`src/hw/rtl/ntce_pkg.sv`:
```
// ----------------------------------------------------------------------------
// ntce_pkg
// Shared types and constants for the numeric token classify/encode unit.
// ----------------------------------------------------------------------------
package ntce_pkg;

  localparam int MAX_DIGITS  = 63;
  localparam int COUNT_W     = 6;
  localparam int VALUE_W     = 10;
  localparam int COUNT_LIMIT = (MAX_DIGITS < 63) ? MAX_DIGITS : 63;

  localparam logic [7:0] CH_DOLLAR = 8'h24;
  localparam logic [7:0] CH_COMMA  = 8'h2C;
  localparam logic [7:0] CH_MINUS  = 8'h2D;
  localparam logic [7:0] CH_DOT    = 8'h2E;
  localparam logic [7:0] CH_ZERO   = 8'h30;
  localparam logic [7:0] CH_NINE   = 8'h39;
  localparam logic [7:0] CH_K      = 8'h6B;

  // classification phase
  typedef enum logic [1:0] {
    PH_BODY = 2'd0,
    PH_K    = 2'd1,
    PH_REJ  = 2'd2
  } phase_t;

  typedef enum logic [1:0] {
    PFX_NONE     = 2'd0,
    PFX_CURRENCY = 2'd1,
    PFX_PHONE    = 2'd2
  } prefix_t;

  // input stage contents handed to the core
  typedef struct packed {
    logic       valid;
    logic [7:0] char_code;
    logic       last_char;
  } stage_t;

endpackage

```
`src/hw/rtl/ntce_if.sv`:
```
// ----------------------------------------------------------------------------
// ntce_if
// Valid/ready channels for characters in and token results out.
// ----------------------------------------------------------------------------
interface ntce_in_if;
  logic       valid;
  logic       ready;
  logic [7:0] char_code;
  logic       last_char;

  modport source (output valid, output char_code, output last_char, input ready);
  modport sink   (input valid, input char_code, input last_char, output ready);
endinterface

interface ntce_out_if;
  logic       valid;
  logic       ready;
  logic       is_numeric;
  logic [1:0] prefix_kind;
  logic [5:0] digit_count;
  logic [9:0] digit_value;

  modport source (output valid, output is_numeric, output prefix_kind,
                  output digit_count, output digit_value, input ready);
  modport sink   (input valid, input is_numeric, input prefix_kind,
                  input digit_count, input digit_value, output ready);
endinterface

```
`src/hw/rtl/ntce_in_stage.sv`:
```
// ----------------------------------------------------------------------------
// ntce_in_stage
// Input register: captures one character request per cycle while it is empty or its held request is taken.
// ----------------------------------------------------------------------------
module ntce_in_stage
  import ntce_pkg::*;
(
  input  logic        clk,
  input  logic        rst_n,
  ntce_in_if.sink     in_ch,
  input  logic        take,
  output stage_t      stg
);

  logic       valid_r, valid_nxt;
  logic [7:0] char_r;
  logic       last_r;
  logic       accept;

  // empty, or the held request leaves this cycle
  assign in_ch.ready = !valid_r || take;
  assign accept      = in_ch.valid && in_ch.ready;

  always_comb begin
    valid_nxt = valid_r;
    if (accept) begin
      valid_nxt = 1'b1;
    end else if (take) begin
      valid_nxt = 1'b0;
    end
  end

  always_ff @(posedge clk) begin
    if (!rst_n) begin
      valid_r <= 1'b0;
    end else begin
      valid_r <= valid_nxt;
    end
  end

  always_ff @(posedge clk) begin
    if (accept) begin
      char_r <= in_ch.char_code;
      last_r <= in_ch.last_char;
    end
  end

  assign stg.valid     = valid_r;
  assign stg.char_code = char_r;
  assign stg.last_char = last_r;

endmodule

```
`src/hw/rtl/ntce_core.sv`:
```
// ----------------------------------------------------------------------------
// ntce_core
// Per-token parse/classify state, result logic and result register.
// ----------------------------------------------------------------------------
module ntce_core
  import ntce_pkg::*;
(
  input  logic        clk,
  input  logic        rst_n,
  input  stage_t      stg,
  output logic        take,
  ntce_out_if.source  out_ch
);

  localparam logic [COUNT_W:0] LIMIT = (COUNT_W+1)'(COUNT_LIMIT);

  logic                at_start_r;
  phase_t              phase_r, phase_nxt;
  logic                stopped_r, stopped_nxt;
  prefix_t             prefix_r, prefix_nxt;
  logic [COUNT_W-1:0]  digits_r, digits_nxt;
  logic [VALUE_W-1:0]  low_r, low_nxt;

  logic                out_valid_r, out_valid_nxt;
  logic                numeric_r, numeric_nxt;
  logic [1:0]          kind_r, kind_nxt;
  logic [COUNT_W-1:0]  count_r, count_nxt;
  logic [VALUE_W-1:0]  value_r, value_nxt;

  logic [7:0]          ch;
  logic                is_dig;
  logic                body_ok;
  logic                do_parse;
  logic [COUNT_W:0]    add_n;
  logic [COUNT_W:0]    sum;
  logic [VALUE_W-1:0]  dig_val;

  assign ch      = stg.char_code;
  assign is_dig  = (ch >= CH_ZERO) && (ch <= CH_NINE);
  assign body_ok = is_dig || (ch == CH_MINUS) || (ch == CH_COMMA) || (ch == CH_DOT);
  assign dig_val = VALUE_W'(ch - CH_ZERO);

  // a result request only moves when the result register is free
  assign take = stg.valid && (!stg.last_char || !out_valid_r || out_ch.ready);

  // first character: '$' or digit, anything else rejects
  assign do_parse = !at_start_r || is_dig;

  always_comb begin
    add_n = '0;
    if (is_dig) begin
      add_n = (COUNT_W+1)'(1);
    end else if (ch == CH_K) begin
      add_n = (COUNT_W+1)'(3);
    end
    sum = {1'b0, digits_r} + add_n;
  end

  always_comb begin
    phase_nxt   = phase_r;
    stopped_nxt = stopped_r;
    prefix_nxt  = prefix_r;
    digits_nxt  = digits_r;
    low_nxt     = low_r;

    if (at_start_r) begin
      if (ch == CH_DOLLAR) begin
        prefix_nxt = PFX_CURRENCY;
      end else if (!is_dig) begin
        phase_nxt = PH_REJ;
      end
    end else if (phase_r == PH_BODY) begin
      if (!body_ok) begin
        phase_nxt = (ch == CH_K) ? PH_K : PH_REJ;
      end
    end else begin
      phase_nxt = PH_REJ;
    end

    if (do_parse && !stopped_r) begin
      if (is_dig) begin
        if (digits_r < COUNT_W'(3)) begin
          low_nxt = (low_r << 3) + (low_r << 1) + dig_val;
        end
        digits_nxt = (sum > LIMIT) ? LIMIT[COUNT_W-1:0] : sum[COUNT_W-1:0];
      end else if (ch == CH_MINUS) begin
        prefix_nxt  = PFX_PHONE;
        stopped_nxt = 1'b1;
      end else if (ch == CH_DOT) begin
        stopped_nxt = 1'b1;
      end else if (ch == CH_K) begin
        digits_nxt  = (sum > LIMIT) ? LIMIT[COUNT_W-1:0] : sum[COUNT_W-1:0];
        stopped_nxt = 1'b1;
      end
    end
  end

  always_comb begin
    numeric_nxt = (phase_nxt != PH_REJ);
    kind_nxt    = '0;
    count_nxt   = '0;
    value_nxt   = '0;
    if (numeric_nxt) begin
      kind_nxt = prefix_nxt;
      if (prefix_nxt == PFX_PHONE) begin
        if (digits_nxt == COUNT_W'(3)) begin
          count_nxt = COUNT_W'(3);
          value_nxt = low_nxt;
        end
      end else begin
        count_nxt = digits_nxt;
        if (digits_nxt == COUNT_W'(1)) begin
          value_nxt = low_nxt;
        end
      end
    end
  end

  always_comb begin
    out_valid_nxt = out_valid_r;
    if (take && stg.last_char) begin
      out_valid_nxt = 1'b1;
    end else if (out_ch.ready) begin
      out_valid_nxt = 1'b0;
    end
  end

  always_ff @(posedge clk) begin
    if (!rst_n) begin
      at_start_r  <= 1'b1;
      phase_r     <= PH_BODY;
      stopped_r   <= 1'b0;
      prefix_r    <= PFX_NONE;
      digits_r    <= '0;
      low_r       <= '0;
      out_valid_r <= 1'b0;
    end else begin
      out_valid_r <= out_valid_nxt;
      if (take) begin
        if (stg.last_char) begin
          at_start_r <= 1'b1;
          phase_r    <= PH_BODY;
          stopped_r  <= 1'b0;
          prefix_r   <= PFX_NONE;
          digits_r   <= '0;
          low_r      <= '0;
        end else begin
          at_start_r <= 1'b0;
          phase_r    <= phase_nxt;
          stopped_r  <= stopped_nxt;
          prefix_r   <= prefix_nxt;
          digits_r   <= digits_nxt;
          low_r      <= low_nxt;
        end
      end
    end
  end

  always_ff @(posedge clk) begin
    if (take && stg.last_char) begin
      numeric_r <= numeric_nxt;
      kind_r    <= kind_nxt;
      count_r   <= count_nxt;
      value_r   <= value_nxt;
    end
  end

  assign out_ch.valid       = out_valid_r;
  assign out_ch.is_numeric  = numeric_r;
  assign out_ch.prefix_kind = kind_r;
  assign out_ch.digit_count = count_r;
  assign out_ch.digit_value = value_r;

endmodule

```
`src/hw/rtl/numeric_token_classify_encode_unit.sv`:
```
// ----------------------------------------------------------------------------
// numeric_token_classify_encode_unit
// Classifies a character-stream token as numeric and encodes its digit count.
// ----------------------------------------------------------------------------
// Characters of a token arrive one request per cycle on in_ch, the final one
// flagged by last_char; one result per token leaves on out_ch. Throughput is
// one character per cycle while no last character stalls. A character is
// held in the input register, and its token's result is then written into
// the result register. The result register frees the input side while a
// result waits; a new token's last character stalls only if the previous
// result has not been taken.
module numeric_token_classify_encode_unit
  import ntce_pkg::*;
(
  input  logic        clk,
  input  logic        rst_n,
  ntce_in_if.sink     in_ch,
  ntce_out_if.source  out_ch
);

  stage_t stg;
  logic   take;

  ntce_in_stage u_in_stage (
    .clk   (clk),
    .rst_n (rst_n),
    .in_ch (in_ch),
    .take  (take),
    .stg   (stg)
  );

  ntce_core u_core (
    .clk    (clk),
    .rst_n  (rst_n),
    .stg    (stg),
    .take   (take),
    .out_ch (out_ch)
  );

`ifndef SYNTH
  a_reject_zero: assert property (@(posedge clk) disable iff (!rst_n)
    out_ch.valid && !out_ch.is_numeric |->
      out_ch.prefix_kind == 2'd0 && out_ch.digit_count == '0 && out_ch.digit_value == '0)
    else $error("rejected token carries nonzero fields");

  a_value_count: assert property (@(posedge clk) disable iff (!rst_n)
    out_ch.valid && out_ch.digit_value != '0 |->
      out_ch.digit_count == 6'd1 ||
      (out_ch.digit_count == 6'd3 && out_ch.prefix_kind == PFX_PHONE))
    else $error("digit value without lone digit or area code");

  a_count_limit: assert property (@(posedge clk) disable iff (!rst_n)
    out_ch.valid |-> 32'(out_ch.digit_count) <= COUNT_LIMIT)
    else $error("digit count beyond limit");

  a_lone_digit: assert property (@(posedge clk) disable iff (!rst_n)
    out_ch.valid && out_ch.digit_count == 6'd1 && out_ch.prefix_kind != PFX_PHONE |->
      out_ch.digit_value <= 10'd9)
    else $error("lone digit value out of range");
`endif

endmodule

```
`src/flat_wrapper.sv`:
```
// flat-port wrapper written by rule: the top's interface ports become plain ports
module numeric_token_classify_encode_unit_flat import ntce_pkg::*;
  (clk, rst_n, in_ch_valid, in_ch_char_code, in_ch_last_char, in_ch_ready, out_ch_valid, out_ch_is_numeric, out_ch_prefix_kind, out_ch_digit_count, out_ch_digit_value, out_ch_ready);
  ntce_in_if in_ch_i ();
  ntce_out_if out_ch_i ();
  input  logic clk;
  input  logic rst_n;
  input wire logic [$bits(in_ch_i.valid)-1:0] in_ch_valid;
  input wire logic [$bits(in_ch_i.char_code)-1:0] in_ch_char_code;
  input wire logic [$bits(in_ch_i.last_char)-1:0] in_ch_last_char;
  output wire logic [$bits(in_ch_i.ready)-1:0] in_ch_ready;
  output wire logic [$bits(out_ch_i.valid)-1:0] out_ch_valid;
  output wire logic [$bits(out_ch_i.is_numeric)-1:0] out_ch_is_numeric;
  output wire logic [$bits(out_ch_i.prefix_kind)-1:0] out_ch_prefix_kind;
  output wire logic [$bits(out_ch_i.digit_count)-1:0] out_ch_digit_count;
  output wire logic [$bits(out_ch_i.digit_value)-1:0] out_ch_digit_value;
  input wire logic [$bits(out_ch_i.ready)-1:0] out_ch_ready;
  assign in_ch_i.valid = in_ch_valid;
  assign in_ch_i.char_code = in_ch_char_code;
  assign in_ch_i.last_char = in_ch_last_char;
  assign in_ch_ready = in_ch_i.ready;
  assign out_ch_valid = out_ch_i.valid;
  assign out_ch_is_numeric = out_ch_i.is_numeric;
  assign out_ch_prefix_kind = out_ch_i.prefix_kind;
  assign out_ch_digit_count = out_ch_i.digit_count;
  assign out_ch_digit_value = out_ch_i.digit_value;
  assign out_ch_i.ready = out_ch_ready;
  numeric_token_classify_encode_unit u_core (.clk(clk), .rst_n(rst_n), .in_ch(in_ch_i), .out_ch(out_ch_i));
endmodule
```
`config.mk`:
```
export PLATFORM = sky130hd
export DESIGN_NAME = numeric_token_classify_encode_unit_flat
export DESIGN_NICKNAME = d
export VERILOG_FILES = /design/src/hw/rtl/ntce_pkg.sv /design/src/hw/rtl/ntce_if.sv /design/src/hw/rtl/ntce_in_stage.sv /design/src/hw/rtl/ntce_core.sv /design/src/hw/rtl/numeric_token_classify_encode_unit.sv /design/src/flat_wrapper.sv
export SDC_FILE = /design/constraint.sdc
export NUM_CORES = 1
export LEC_CHECK = 0
export BUFFER_PORTS_ARGS = -buffer_cell sky130_fd_sc_hd__buf_2
export CORE_UTILIZATION = 50
export DETAILED_ROUTE_END_ITERATION = 8
export PLACE_DENSITY = 0.67
export SYNTH_ARGS = -nofsm -noshare
export SYNTH_HDL_FRONTEND = slang
export SYNTH_SLANG_ARGS = --single-unit
```
`constraint.sdc`:
```
create_clock -name clk -period 10.13 [get_ports clk]
set_input_delay 0.5065 -clock clk [delete_from_list [all_inputs] [get_ports clk]]
set_output_delay 0.5065 -clock clk [all_outputs]
set_load 0.01 [all_outputs]
```
Word level (Yosys, flattened, before mapping)
Index checks and enable logic that the tools add are counted.
{ "classes": {"reduce_logical": 23, "n_eq_ne": 10, "magnitude_cmp": 4, "n_addsub": 4, "muxes": 42} }
{ "op_table": {"columns": ["op", "count"], "rows": [
  ["$mux W10", 7],
  ["$mux W6", 8],
  ["$eq A8 B6 Y1 const B", 4],
  ["$mux W2", 15],
  ["$add A10 B10 Y10", 2],
  ["$mux W1", 11],
  ["$sub A8 B6 Y9 const B", 1],
  ["$eq A8 B7 Y1 const B", 1],
  ["$ge A8 B6 Y1 const B", 1],
  ["$le A8 B6 Y1 const B", 1],
  ["$add A6 B7 Y7", 1],
  ["$gt A7 B6 Y1 const B", 1],
  ["$logic_or A1 B1 Y1", 7],
  ["$mux W7", 1],
  ["$eq A6 B1 Y1 const B", 1],
  ["$eq A6 B2 Y1 const B", 1],
  ["$lt A6 B2 Y1 const B", 1],
  ["$reduce_bool A2 Y1", 3],
  ["$logic_and A1 B1 Y1", 5],
  ["$logic_not A1 Y1", 5],
  ["$reduce_and A4 Y1", 1],
  ["$reduce_bool A4 Y1", 1],
  ["$eq A2 B2 Y1 const B", 1],
  ["$logic_not A2 Y1", 1],
  ["2 further kinds", 2]
]} }
{ "totals": {"wordCells": 97, "out_inout_bits": 21, "register_bits": 52, "input_bits": 13} }

Depth between registers and ports, before layout
Gate-level depths: netlist of run 1.
{ "depth": {"word_depth": 14, "mapped_depth": 15, "mapped_depth_nobuf": 15} }

Cells and area by module
A second synthesis of run 1 with hierarchy kept.
{ "hier_totals": {"hier_cells": 338, "area_unflattened_um2": 3225.6} }
{ "modules_own_cells": {"columns": ["module", "cells_each", "area_each_um2", "instances"], "rows": [
  ["ntce_core", 322, 2882.8, 1],
  ["ntce_in_stage", 16, 342.8, 1]
]} }

Worst setup path before layout of run 1
No wires, ideal clock.
{ "synth_timing": {"kind": "register to register", "from": "reg u_core.u_in_stage.char_r[4]", "to": "reg u_core.u_core.value_r[3] (netlist: u_core.u_core.out_ch.digit_value[3]) (data pin)", "stages_incl_launch_ff": 15, "path_buffers": 0, "arrival_ns": 3.446, "period_less_slack_ns": 3.604, "setup_ns": 0.158, "setup_slack_ns": 6.526, "path_cell_list": "edfxtp_1 ha_1 nor2b_1 a22o_1 and2_1 or2_2 ha_1 fa_1 a31oi_1 a41oi_1 nand2b_1 mux2_4 a211oi_4 nand3_4 a211oi_2"} }
{ "synth_via": {"elab_chain_cells": 14, "word_cells_on_any_way": 43, "cone_classes": "add/sub (1); order compare (3); eq/ne (9); mux (24); reduce/logical (6)"} }
{ "synth_rtl": {"columns": ["element", "line", "text"], "rows": [
  ["start, declared", "ntce_in_stage.sv:16", "logic [7:0] char_r;"],
  ["start signal, assigned", "ntce_in_stage.sv:43", "char_r <= in_ch.char_code;"],
  ["$ge A8 B6 Y1 (tied with other cells)", "ntce_core.sv:39", "assign is_dig = (ch >= CH_ZERO) && (ch <= CH_NINE);"],
  ["$logic_and A1 B1 Y1 / $mux W2 (equally long branches)", "ntce_core.sv:39, ntce_core.sv:53", null],
  ["$mux W7", "ntce_core.sv:51", "if (is_dig) begin"],
  ["$add A6 B7 Y7", "ntce_core.sv:56", "sum = {1'b0, digits_r} + add_n;"],
  ["$gt A7 B6 Y1", "ntce_core.sv:85, ntce_core.sv:92", null],
  ["$mux W6", "ntce_core.sv:85, ntce_core.sv:92", null],
  ["$mux W6", "ntce_core.sv:91", "end else if (ch == CH_K) begin"],
  ["$mux W6", "ntce_core.sv:89", "end else if (ch == CH_DOT) begin"],
  ["$mux W6", "ntce_core.sv:86", "end else if (ch == CH_MINUS) begin"],
  ["$mux W6", "ntce_core.sv:81", "if (is_dig) begin"],
  ["$mux W6", "ntce_core.sv:80", "if (do_parse && !stopped_r) begin"],
  ["$eq A6 B1 Y1 / $eq A6 B2 Y1 (equally long branches)", "ntce_core.sv:112, ntce_core.sv:106", null],
  ["$mux W10, on equally long branches", "ntce_core.sv:112, ntce_core.sv:106", null],
  ["$mux W10", "ntce_core.sv:105", "if (prefix_nxt == PFX_PHONE) begin"],
  ["end signal, assigned", "ntce_core.sv:164", "value_r <= value_nxt;"],
  ["end, declared", "ntce_core.sv:28", "logic [VALUE_W-1:0] value_r, value_nxt;"]
]} }
Parallel ways exist; a longest one is shown, timed or not.
A chain may end at the register's enable or synchronous reset.

Worst setup path in the final report of run 1
{ "layout_timing": {"from": "reg u_core.u_in_stage.char_r[5]", "to": "reg u_core.u_core.value_r[3] (netlist: u_core.u_core.out_ch.digit_value[3]) (data pin)"} }
Same word-level chain as after synthesis.

==> results of run 1 <==
-- state kept, by name, indices dropped and copies added (netlist names) --
signal                            count
u_core.u_core.out_ch.valid            1
u_core.u_core.at_start_r              1
u_core.u_core.stopped_r               1
u_core.u_in_stage.valid_r             1
u_core.u_core.prefix_r                2
u_core.u_core.phase_r                 2
u_core.u_core.out_ch.digit_count      6
u_core.u_core.out_ch.prefix_kind      2
u_core.u_core.low_r                  10
u_core.u_in_stage.last_r              1
u_core.u_core.out_ch.digit_value     10
u_core.u_core.out_ch.is_numeric       1
u_core.u_in_stage.char_r              8
u_core.u_core.digits_r                6
-- cells in the mapped netlist (all sizes together), types with 10 or more instances --
library cell  count
inv              25
dfxtp            24
xnor2            10
edfxtp           28
a22oi            11
nor2b            19
ha               13
mux2i            11
nand2            18
a21oi            18
nor2             31
-- cell usage in the layout (no fill, tap or decap), drive strengths merged, types with 2 or more instances in the layout --
| master | n |
|---|---|
| buf | 33 |
| xor2 | 3 |
| clkbuf | 6 |
| o21a | 3 |
| a32oi | 4 |
| mux2i | 11 |
| nand3 | 8 |
| nor3 | 7 |
| a211oi | 5 |
| a31oi | 4 |
| fa | 8 |
| or3 | 2 |
| ha | 13 |
| o21bai | 2 |
| nor4 | 2 |
| nor4b | 2 |
| nand2b | 2 |
| nor2b | 19 |
| o211ai | 4 |
| nor2 | 31 |
| and2 | 7 |
| inv | 25 |
| edfxtp | 28 |
| or2 | 2 |
| a22oi | 11 |
| a21boi | 2 |
| and3 | 2 |
| o221a | 2 |
| nand2 | 18 |
| a21o | 3 |
| xnor2 | 10 |
| o21ai | 6 |
| a21oi | 18 |
| dfxtp | 24 |
-- final cells by class --
class                           instances  area [um^2]
Multi-Input combinational cell        223         1690
Fill cell                             534         2540
Clock buffer                            6         72.6
Tap cell                               75         93.8
Clock inverter                          2         16.3
Inverter                               25         93.8
Timing Repair Buffer                   33          165
Sequential cell                        52         1320
-- cell families (layout without fill, tap and decap cells) --
logic type	after synthesis	count (layout)
simple gates	108	108
flops	52	52
fa+ha+maj	21	21
xor+xnor	13	13
buf+inv	36	66
compound gates	69	69
mux	12	12
-- per-layer routing --
layer / up-vias / track usage, % / routed length [um]
li1: 1164 / - / -
met1: 1098 / 30.0 / 3060
met2: 63 / 32.5 / 2760
met3: 4 / 3.67 / 260
met4: 0 / 5.54 / 38
met5: - / 0 / 0
-- metrics by stage --
| stage | setup slack [ns] | std cells | instance area, um^2 | utilization (%) |
|---|---|---|---|---|
| finish | 6.22 | 416 | 3450 | 57.6 |
| global route | 6.04 | 416 | 3450 | 57.6 |
| CTS | 6.20 | 416 | 3450 | 57.6 |
| detailed placement | 6.22 | 408 | 3360 | 56.2 |
| global placement | 6.34 | 408 | 3360 | 56.2 |
| floorplan | 6.53 | 311 | 3160 | - |
-- path summary, 6_finish.rpt --
kind / end / slack, ns / cells past startpoint / start
worst max-delay path: u_core.u_core.out_ch.digit_value[3] / 6.22 / 14 / u_core.u_in_stage.char_r[5]
worst min-delay path: u_core.u_in_stage.char_r[7] / 0.38 / 1 / in_ch_char_code[7]
worst max register to register: u_core.u_core.out_ch.digit_value[3] / 6.22 / 14 / u_core.u_in_stage.char_r[5]
worst min register to register: u_core.u_core.phase_r[1] / 0.47 / 2 / u_core.u_core.phase_r[1]
-- power breakdown --
group | switching [mW] | leakage [nW] | internal (mW)
sequential | 0.00642 | 0.447 | 0.227
clock | 0.0671 | 0.0414 | 0.0493
combinational | 0.0211 | 0.795 | 0.0151
total | 0.0947 | 1.28 | 0.291
-- worst max-delay path, delay by kind of cell, from the launching register on --
kind | cells | cell delay, ns
AND/OR/NAND/NOR | 5 | 1.02
AO/OA/AOI/OAI | 5 | 1.03
adder cells (fa/ha/maj) | 3 | 0.97
multiplexers | 1 | 0.27
flip-flops | 1 | 0.46
==> impl_metrics.csv, run 1 <==
group,metric,value,unit
drt,routed-via-count,2329,
critical_path,critPathKind,"reg2reg",
clock_network,cts_inserted_buffers,5,
grt,global_route_wire_length_before_repair,10500,um
cells_and_area,final_net_count,374,
place,place.gp.congestion,0.848,
yosys,synth_compound_area_share,16.3,%
yosys,synth_xor_area_share,3.61,%
floorplan,ios,34,
pwr,power_density,112,nW/um^2
yosys,ys_seq_area_share,41.9,%
yosys,synth.avg_cell_area,10.1,um^2
grt,global_router_s_overall_resource_usage,20.9,%
drt,vias_per_cell,5.60,
yosys,synth.net_count,345,
yosys,synthArstFlopShare,0,%
yosys,post_synth_main_area_contributors,"sky130_fd_sc_hd__edfxtp_1, sky130_fd_sc_hd__dfxtp_1, sky130_fd_sc_hd__ha_1, sky130_fd_sc_hd__fa_1, sky130_fd_sc_hd__nor2b_1",
drt,final_wl,6130,um
drt,postRouteAntennaNets,0,
floorplan,dieWidth,81.4,um
critical_path,critPathSlowestCell,"sky130_fd_sc_hd__fa_1",
sta,finalWorstPathRequiredPeriod,3.91,ns
pwr,p_total,0.386,mW
yosys,ys_ff_latch,52,
yosys,synth_top_cell_area_share,26.6,%
sta,setup_viol_count_final,0,
sta,slew_headroom,43.9,%
status,outcome,"finished, final reports clean",
clock_network,root_buffer,"sky130_fd_sc_hd__clkbuf_8",
critical_path,required_time_at_the_endpoint_of_the_critical_path,10.28,ns
critical_path,series_of_cell_instances_along_the_critical_path,"ha_1 > nor2b_1 > a22o_1 > and2_1 > or2_2 > ha_1 > fa_1 > a31oi_1 > a41oi_1 > nand2b_1 > mux2_4 > a211oi_4 > nand3_4 > a211oi_2",
grt,final_global_route_overflow_total,0,
drt,drt-wirelength-per-cell,14.7,um
clock_network,clk_path_buf_depth,2,
floorplan,initial_core_util,52.7,%
cells_and_area,layout-drive-gt1-share,17.6,%
yosys,yosys.area.top_type,"sky130_fd_sc_hd__edfxtp_1",
yosys,post_synth_fa_ha_maj_area_fraction,10.2,%
yosys,combinational_family_with_the_most_area_after_synthesis,"simple AND/OR/NAND/NOR gates",
clock_network,post_cts_buffers,0,
yosys,yosysWarnings,0,
critical_path,crit_path_end_kind,"flip-flop",
grt,grt_start_max_net_pins,23,
sta,worst_hold_slack,0.381,ns
sta,max_slew.worst_pin.slew,0.837,ns
run,maxCapViolations,0,
sta,ratio_of_final_minimum_period_to_clock_period,38.6,%
yosys,post_synth_and_or_nand_nor_area_fraction,19.4,%
drt,drc_violations,0,
grt,vias_in_the_first_global_route,2191,
critical_path,critPathMaxStageDelay,0.49,ns
grt,antenna_found_initial,0,
critical_path,crit_path_frequent_cell,"sky130_fd_sc_hd__ha_1",
yosys,synth-edff-count,28,
floorplan,chipHeight,81.4,um
yosys,post_synthesis_cell_count,311,
clock_network,ctsHtreeMaxLevel,2,
cells_and_area,syn2layout_area_growth,9.44,%
yosys,synth_cell_types,58,
yosys,yosys-mux-area-fraction,3.97,%
place,io_buffers,33,
min_path,holdCritPathClass,"in2reg",
drt,firstDrtPassIters,4,
pwr,p_leak,1.28,nW
sta,setup_repair_after_global_routing_missed_its_margin,"no",
critical_path,start_kind,"flip-flop",
drt,drtIter0Drc,136,
yosys,ys_dominant_reg_cell,"sky130_fd_sc_hd__edfxtp_1",
clock_network,clk_latency,0.30,ns
floorplan,core-area,5990,um^2
clock_network,path_clk_slew,0.10,ns
floorplan,fp-row-count,28,
critical_path,critical_path_arrival,4.06,ns
clock_network,holdBufCountCts,0,
sta,clock_skew,0.00970,ns
clock_network,num_clock_sinks,52,
sta,slew_violations,0,
clock_network,tritoncts,"done",
sta,timing.setup.tns,0,ns
floorplan,area_enclosed_by_the_die_boundary,6630,um^2
place,detail_placement_hpwl,4670,um
yosys,synth_area,3160,um^2
sta,fmaxAchievable,256,MHz
pwr,max-vdd-ir-drop,0.0000586,V
clock_network,post_cts.resized_instances,0,
cells_and_area,num_antenna_cells,0,
critical_path,critPathMaxFanout,10,
sta,timing.final.hold_violations,0,
No activity file was read; power rests on OpenSTA's default activity.
==> run 2, diff against run 1 <==
--- a/config.mk
+++ b/config.mk
@@ -8,7 +8,7 @@
 export BUFFER_PORTS_ARGS = -buffer_cell sky130_fd_sc_hd__buf_2
 export CORE_UTILIZATION = 50
 export DETAILED_ROUTE_END_ITERATION = 8
-export PLACE_DENSITY = 0.67
+export PLACE_DENSITY = 0.69
 export SYNTH_ARGS = -nofsm -noshare
 export SYNTH_HDL_FRONTEND = slang
 export SYNTH_SLANG_ARGS = --single-unit
==> constraint.sdc (replaced) <==
create_clock -name clk -period 3.3 [get_ports clk]
set_input_delay 0.165 -clock clk [delete_from_list [all_inputs] [get_ports clk]]
set_output_delay 0.165 -clock clk [all_outputs]
set_load 0.01 [all_outputs]
==> impl_metrics.csv, run 2 (synthesized netlist as in run 1, its figures left out) <==
group,metric,value,unit
cells_and_area,layout_commonest_cell,"sky130_fd_sc_hd__buf_2",
floorplan,chipHeight,81.4,um
cells_and_area,final_area,3730,um^2
sta,slew_headroom,42.0,%
min_path,holdCritPathClass,"in2reg",
cells_and_area,instances_no_fill,442,
sta,max_slew.worst_pin.slew,0.866,ns
critical_path,cp_num_buf_inv,1,
place,post_placement_cell_count,427,
sta,worst_hold_slack,0.0353,ns
sta,worst_slack,-0.0223,ns
critical_path,crit_path_end_kind,"flip-flop",
floorplan,initial_core_util,52.7,%
drt,vias_per_cell,5.60,
cells_and_area,most-common-layout-cells,"sky130_fd_sc_hd__buf_2, sky130_fd_sc_hd__nor2_1, sky130_fd_sc_hd__edfxtp_1",
floorplan,fp-row-count,28,
grt,antenna_found_initial,0,
clock_network,cts_inserted_buffers,5,
grt,global_route_wire_length_before_repair,11300,um
critical_path,start_kind,"flip-flop",
clock_network,path_clk_slew,0.09,ns
grt,grt_start_max_net_pins,23,
floorplan,core-area,5990,um^2
sta,slew_violations,0,
sta,fmaxAchievable,301,MHz
cells_and_area,fillers,514,
place,detail_placement_hpwl,4880,um
critical_path,required_time_at_the_endpoint_of_the_critical_path,3.45,ns
pwr,max-vdd-ir-drop,0.000183,V
clock_network,clk_latency,0.30,ns
floorplan,ios,34,
pwr,p_leak,1.43,nW
clock_network,tritoncts,"done",
cells_and_area,layout-drive-gt1-share,26.4,%
critical_path,critPathKind,"reg2reg",
cells_and_area,finalCoreUtilization,62.2,%
clock_network,num_clock_sinks,52,
sta,setup_repair_after_global_routing_missed_its_margin,"yes",
drt,postRouteAntennaNets,0,
critical_path,critPathSlowestCell,"sky130_fd_sc_hd__edfxtp_1",
drt,drtIter0Drc,170,
drt,firstDrtPassIters,4,
critical_path,critPathMaxStageDelay,0.46,ns
pwr,power_density,343,nW/um^2
sta,finalWorstPathRequiredPeriod,3.32,ns
critical_path,series_of_cell_instances_along_the_critical_path,"ha_2 > nor2b_4 > a22o_1 > and2_4 > or2_4 > ha_4 > fa_2 > a31oi_1 > a41oi_1 > nand2b_1 > mux2_4 > a211oi_4 > buf_6 > nand3_4 > a211oi_2",
grt,global_router_s_overall_resource_usage,22.4,%
critical_path,critical_path_arrival,3.47,ns
clock_network,clk_path_buf_depth,2,
place,detailed_place.area,3540,um^2
drt,drc_violations,0,
floorplan,dieWidth,81.4,um
place,place.gp.congestion,0.859,
cells_and_area,num_antenna_cells,0,
critical_path,worst_path_dominant_cell_family,"simple AND/OR/NAND/NOR gates",
grt,vias_in_the_first_global_route,2419,
sta,ratio_of_final_minimum_period_to_clock_period,101,%
drt,final_wl,6600,um
cells_and_area,syn2layout_area_growth,18.1,%
sta,timing.final.hold_violations,0,
place,dp_worst_setup_slack,-0.00920,ns
cells_and_area,biggestRegsByFlops,"u_core.u_core.low_r: 10 flops, u_core.u_core.out_ch.digit_value: 10 flops, u_core.u_in_stage.char_r: 8 flops",
sta,clock_skew,0.00781,ns
cells_and_area,final_net_count,400,
status,outcome,"finished with violations",
run,maxCapViolations,0,
place,io_buffers,33,
clock_network,holdBufCountCts,0,
clock_network,ctsHtreeMaxLevel,2,
sta,setup_viol_count_final,2,
floorplan,area_enclosed_by_the_die_boundary,6630,um^2
drt,drt-wirelength-per-cell,14.9,um
grt,final_global_route_overflow_total,0,
critical_path,critPathMaxFanout,5,
status,violations,"setup timing",
drt,routed-via-count,2476,
clock_network,root_buffer,"sky130_fd_sc_hd__clkbuf_8",
==> run 2: path summary, 6_finish.rpt <==
check	from	end	slack, ns	depth (start not counted)
worst min-delay path	in_ch_last_char	u_core.u_in_stage.last_r	0.04	1
worst min register to register	u_core.u_core.phase_r[1]	u_core.u_core.phase_r[1]	0.48	2
worst max register to register	u_core.u_in_stage.char_r[4]	u_core.u_core.out_ch.digit_value[3]	-0.02	15
worst max-delay path	u_core.u_in_stage.char_r[4]	u_core.u_core.out_ch.digit_value[3]	-0.02	15
==> run 2: layout make-up <==
type / instances / area, um^2 / share of cell area [%]
clock inverters: 2 / 35.0 / 0.940
clock buffers: 6 / 72.6 / 1.95
well taps: 75 / 93.8 / 2.52
inverters: 25 / 93.8 / 2.52
repair buffers: 58 / 360 / 9.67
multi-input cells: 224 / 1750 / 47.0
flip-flops and latches: 52 / 1320 / 35.4
==> run 2: power breakdown <==
group | internal [mW] | switching [mW] | leakage, nW
Sequential | 0.697 | 0.0158 | 0.447
Combinational | 0.0598 | 0.0755 | 0.923
Clock | 0.225 | 0.203 | 0.0552
==> run 2: metrics by stage <==
stage          setup TNS [ns]  total power [mW]
2_1_floorplan               0             0.810
3_3_place_gp                0             0.855
3_5_place_dp          -0.0182             0.857
4_1_cts                     0              1.29
5_1_grt                 -1.57              1.33
6_report              -0.0259              1.28
==> run 2: metal layers <==
metal,GRT usage (%),part of all wire [%],vias up
li1,-,-,1218
met1,30.8,46,1166
met2,35.4,46,81
met3,4.22,6.3,11
met4,6.96,1.4,0
met5,0,0,-
==> run 2: timing repair <==
action                     CTS  global route
pin swaps                    1             3
gates cloned                 0             1
resized for setup            1             7
setup endpoints to repair    2            14
buffers inserted             4             3
==> run 3, diff against run 2 <==
--- a/config.mk
+++ b/config.mk
@@ -6,9 +6,12 @@
 export NUM_CORES = 1
 export LEC_CHECK = 0
 export BUFFER_PORTS_ARGS = -buffer_cell sky130_fd_sc_hd__buf_2
-export CORE_UTILIZATION = 50
+export CAP_MARGIN = 25
+export CELL_PAD_IN_SITES_DETAIL_PLACEMENT = 0
+export CELL_PAD_IN_SITES_GLOBAL_PLACEMENT = 1
+export CORE_UTILIZATION = 46
 export DETAILED_ROUTE_END_ITERATION = 8
-export PLACE_DENSITY = 0.69
+export PLACE_DENSITY = 0.77
 export SYNTH_ARGS = -nofsm -noshare
 export SYNTH_HDL_FRONTEND = slang
 export SYNTH_SLANG_ARGS = --single-unit
==> constraint.sdc (replaced) <==
create_clock -name clk -period 3.7 [get_ports clk]
set_input_delay 0.185 -clock clk [delete_from_list [all_inputs] [get_ports clk]]
set_output_delay 0.185 -clock clk [all_outputs]
set_load 0.01 [all_outputs]
==> impl_metrics.csv, run 3 (synthesized netlist as in run 1, its figures left out) <==
group,metric,value,unit
floorplan,dieWidth,84.8,um
clock_network,path_clk_slew,0.09,ns
drt,firstDrtPassIters,7,
sta,setup_repair_after_global_routing_missed_its_margin,"no",
pwr,p_total,1.13,mW
pwr,power.share.sequential,56.3,%
floorplan,area_enclosed_by_the_die_boundary,7200,um^2
run,maxCapViolations,0,
drt,routed-via-count,2351,
sta,timing.final.hold_violations,0,
clock_network,root_buffer,"sky130_fd_sc_hd__clkbuf_8",
sta,slew_violations,0,
grt,global_router_s_overall_resource_usage,19.3,%
clock_network,num_clock_sinks,52,
critical_path,worst_path_dominant_cell_family,"compound AO/OA/AOI/OAI gates",
drt,drc_violations,4,
drt,drt-wirelength-per-cell,14.9,um
drt,final_wl,6450,um
critical_path,critical_path_arrival,3.65,ns
pwr,power_dissipated_by_switching_net_loads,0.259,mW
pwr,power_density,314,nW/um^2
clock_network,tritoncts,"done",
min_path,cell_depth_of_the_worst_min_delay_path,1,
pwr,p_int,0.871,mW
pwr,max-vdd-ir-drop,0.000172,V
floorplan,core-area,6490,um^2
cells_and_area,biggestRegsByFlops,"u_core.u_core.low_r: 10 flops, u_core.u_core.out_ch.digit_value: 10 flops, u_core.u_in_stage.char_r: 8 flops",
place,place.gp.congestion,0.853,
floorplan,ios,34,
sta,setup_viol_count_final,0,
cells_and_area,syn2layout_area_growth,14.1,%
cells_and_area,layout_commonest_cell,"sky130_fd_sc_hd__buf_2",
sta,timing.setup.tns,0,ns
sta,finalWorstPathRequiredPeriod,3.51,ns
grt,grt_start_max_net_pins,23,
sta,slew_headroom,43.0,%
critical_path,worst-path-stages,14,
floorplan,initial_core_util,48.6,%
pwr,netSwitchingFraction,22.9,%
sta,fmaxAchievable,285,MHz
drt,postRouteAntennaNets,0,
critical_path,critPathMaxFanout,5,
critical_path,crit_path_end_kind,"flip-flop",
place,io_buffers,33,
critical_path,critPathKind,"reg2reg",
clock_network,ctsHtreeMaxLevel,2,
sta,max_slew.worst_pin.slew,0.851,ns
min_path,holdCritPathClass,"in2reg",
floorplan,chipHeight,84.8,um
critical_path,cp_num_buf_inv,0,
grt,vias_in_the_first_global_route,2259,
critical_path,critPathSlowestCell,"sky130_fd_sc_hd__edfxtp_1",
cells_and_area,most-common-layout-cells,"sky130_fd_sc_hd__buf_2, sky130_fd_sc_hd__nor2_1, sky130_fd_sc_hd__edfxtp_1",
sta,clock_skew,0.00994,ns
pwr,p_leak,1.36,nW
place,detail_placement_hpwl,4860,um
clock_network,clk_path_buf_depth,2,
floorplan,fp-row-count,29,
cells_and_area,finalCoreUtilization,55.4,%
critical_path,required_time_at_the_endpoint_of_the_critical_path,3.84,ns
pwr,power.share.combinational,10.0,%
pwr,p_clk_share,33.7,%
cells_and_area,layout-drive-gt1-share,21.9,%
grt,antenna_found_initial,0,
cells_and_area,num_antenna_cells,0,
status,violations,"DRC",
grt,global_route_wire_length_before_repair,10900,um
drt,vias_per_cell,5.43,
clock_network,clk_latency,0.30,ns
clock_network,cts_inserted_buffers,5,
grt,final_global_route_overflow_total,0,
critical_path,rr_worst_depth,14,
critical_path,critPathMaxStageDelay,0.42,ns
critical_path,start_kind,"flip-flop",
drt,drtIter0Drc,95,
cells_and_area,final_net_count,389,
status,outcome,"finished with violations",
sta,ratio_of_final_minimum_period_to_clock_period,94.9,%
critical_path,series_of_cell_instances_along_the_critical_path,"ha_2 > nor2b_1 > a22o_1 > and2_1 > or2_2 > ha_1 > fa_2 > a31oi_2 > a41oi_1 > nand2b_1 > mux2_4 > a211oi_4 > nand3_4 > a211oi_2",
sta,worst_hold_slack,0.0552,ns
==> run 3: cell types whose count changed in the layout (fill, tap and decap cells not counted), sizes merged <==
| cell | change |
|---|---|
| buf | -11 |
==> run 3: layout make-up <==
type | instances | area, um^2
multi-input cells | 224 | 1710
well taps | 77 | 96.3
fillers | 581 | 2890
flip-flops and latches | 52 | 1320
clock buffers | 6 | 72.6
repair buffers | 47 | 270
inverters | 25 | 93.8
clock inverters | 2 | 35.0
==> run 3: what timing repair did <==
item                                    4_1_cts  5_1_grt
resized for setup                             0        3
hold buffers                                  0        0
setup buffers                                 0        0
endpoints found under the setup margin        0       11
==> run 3: layer usage <==
metal	share of wire, %	global-route usage [%]	vias up
li1	-	-	1197
met5	0	0	-
met4	0.48	5.08	0
met2	47	30.9	61
met1	49	27.3	1091
met3	4.1	3.21	2
==> run 3: path summary, 6_finish.rpt <==
path,from,endpoint,slack (ns)
min,in_ch_char_code[3],u_core.u_in_stage.char_r[3],0.06
max reg2reg,u_core.u_in_stage.char_r[4],u_core.u_core.out_ch.digit_value[3],0.19
max,u_core.u_in_stage.char_r[4],u_core.u_core.out_ch.digit_value[3],0.19
min reg2reg,u_core.u_core.phase_r[1],u_core.u_core.phase_r[1],0.48
==> run 3: metrics by stage <==
| stage | cell area [um^2] | instances | setup WS (ns) |
|---|---|---|---|
| after global routing | 3600 | 433 | 0.0288 |
| after detailed placement | 3470 | 424 | 0.0708 |
| after floorplan | 3160 | 311 | 0.0961 |
| after CTS | 3580 | 432 | 0.0487 |
| after global placement | 3470 | 424 | 0.130 |
| final | 3600 | 433 | 0.189 |
==> run 3: power by group through the flow <==
stage,Combinational [mW],Sequential (mW),Clock (mW)
6_report,0.113,0.635,0.381
5_1_grt,0.126,0.638,0.416
4_1_cts,0.113,0.636,0.388
3_5_place_dp,0.112,0.649,0
3_3_place_gp,0.111,0.649,0
2_1_floorplan,0.0715,0.649,0
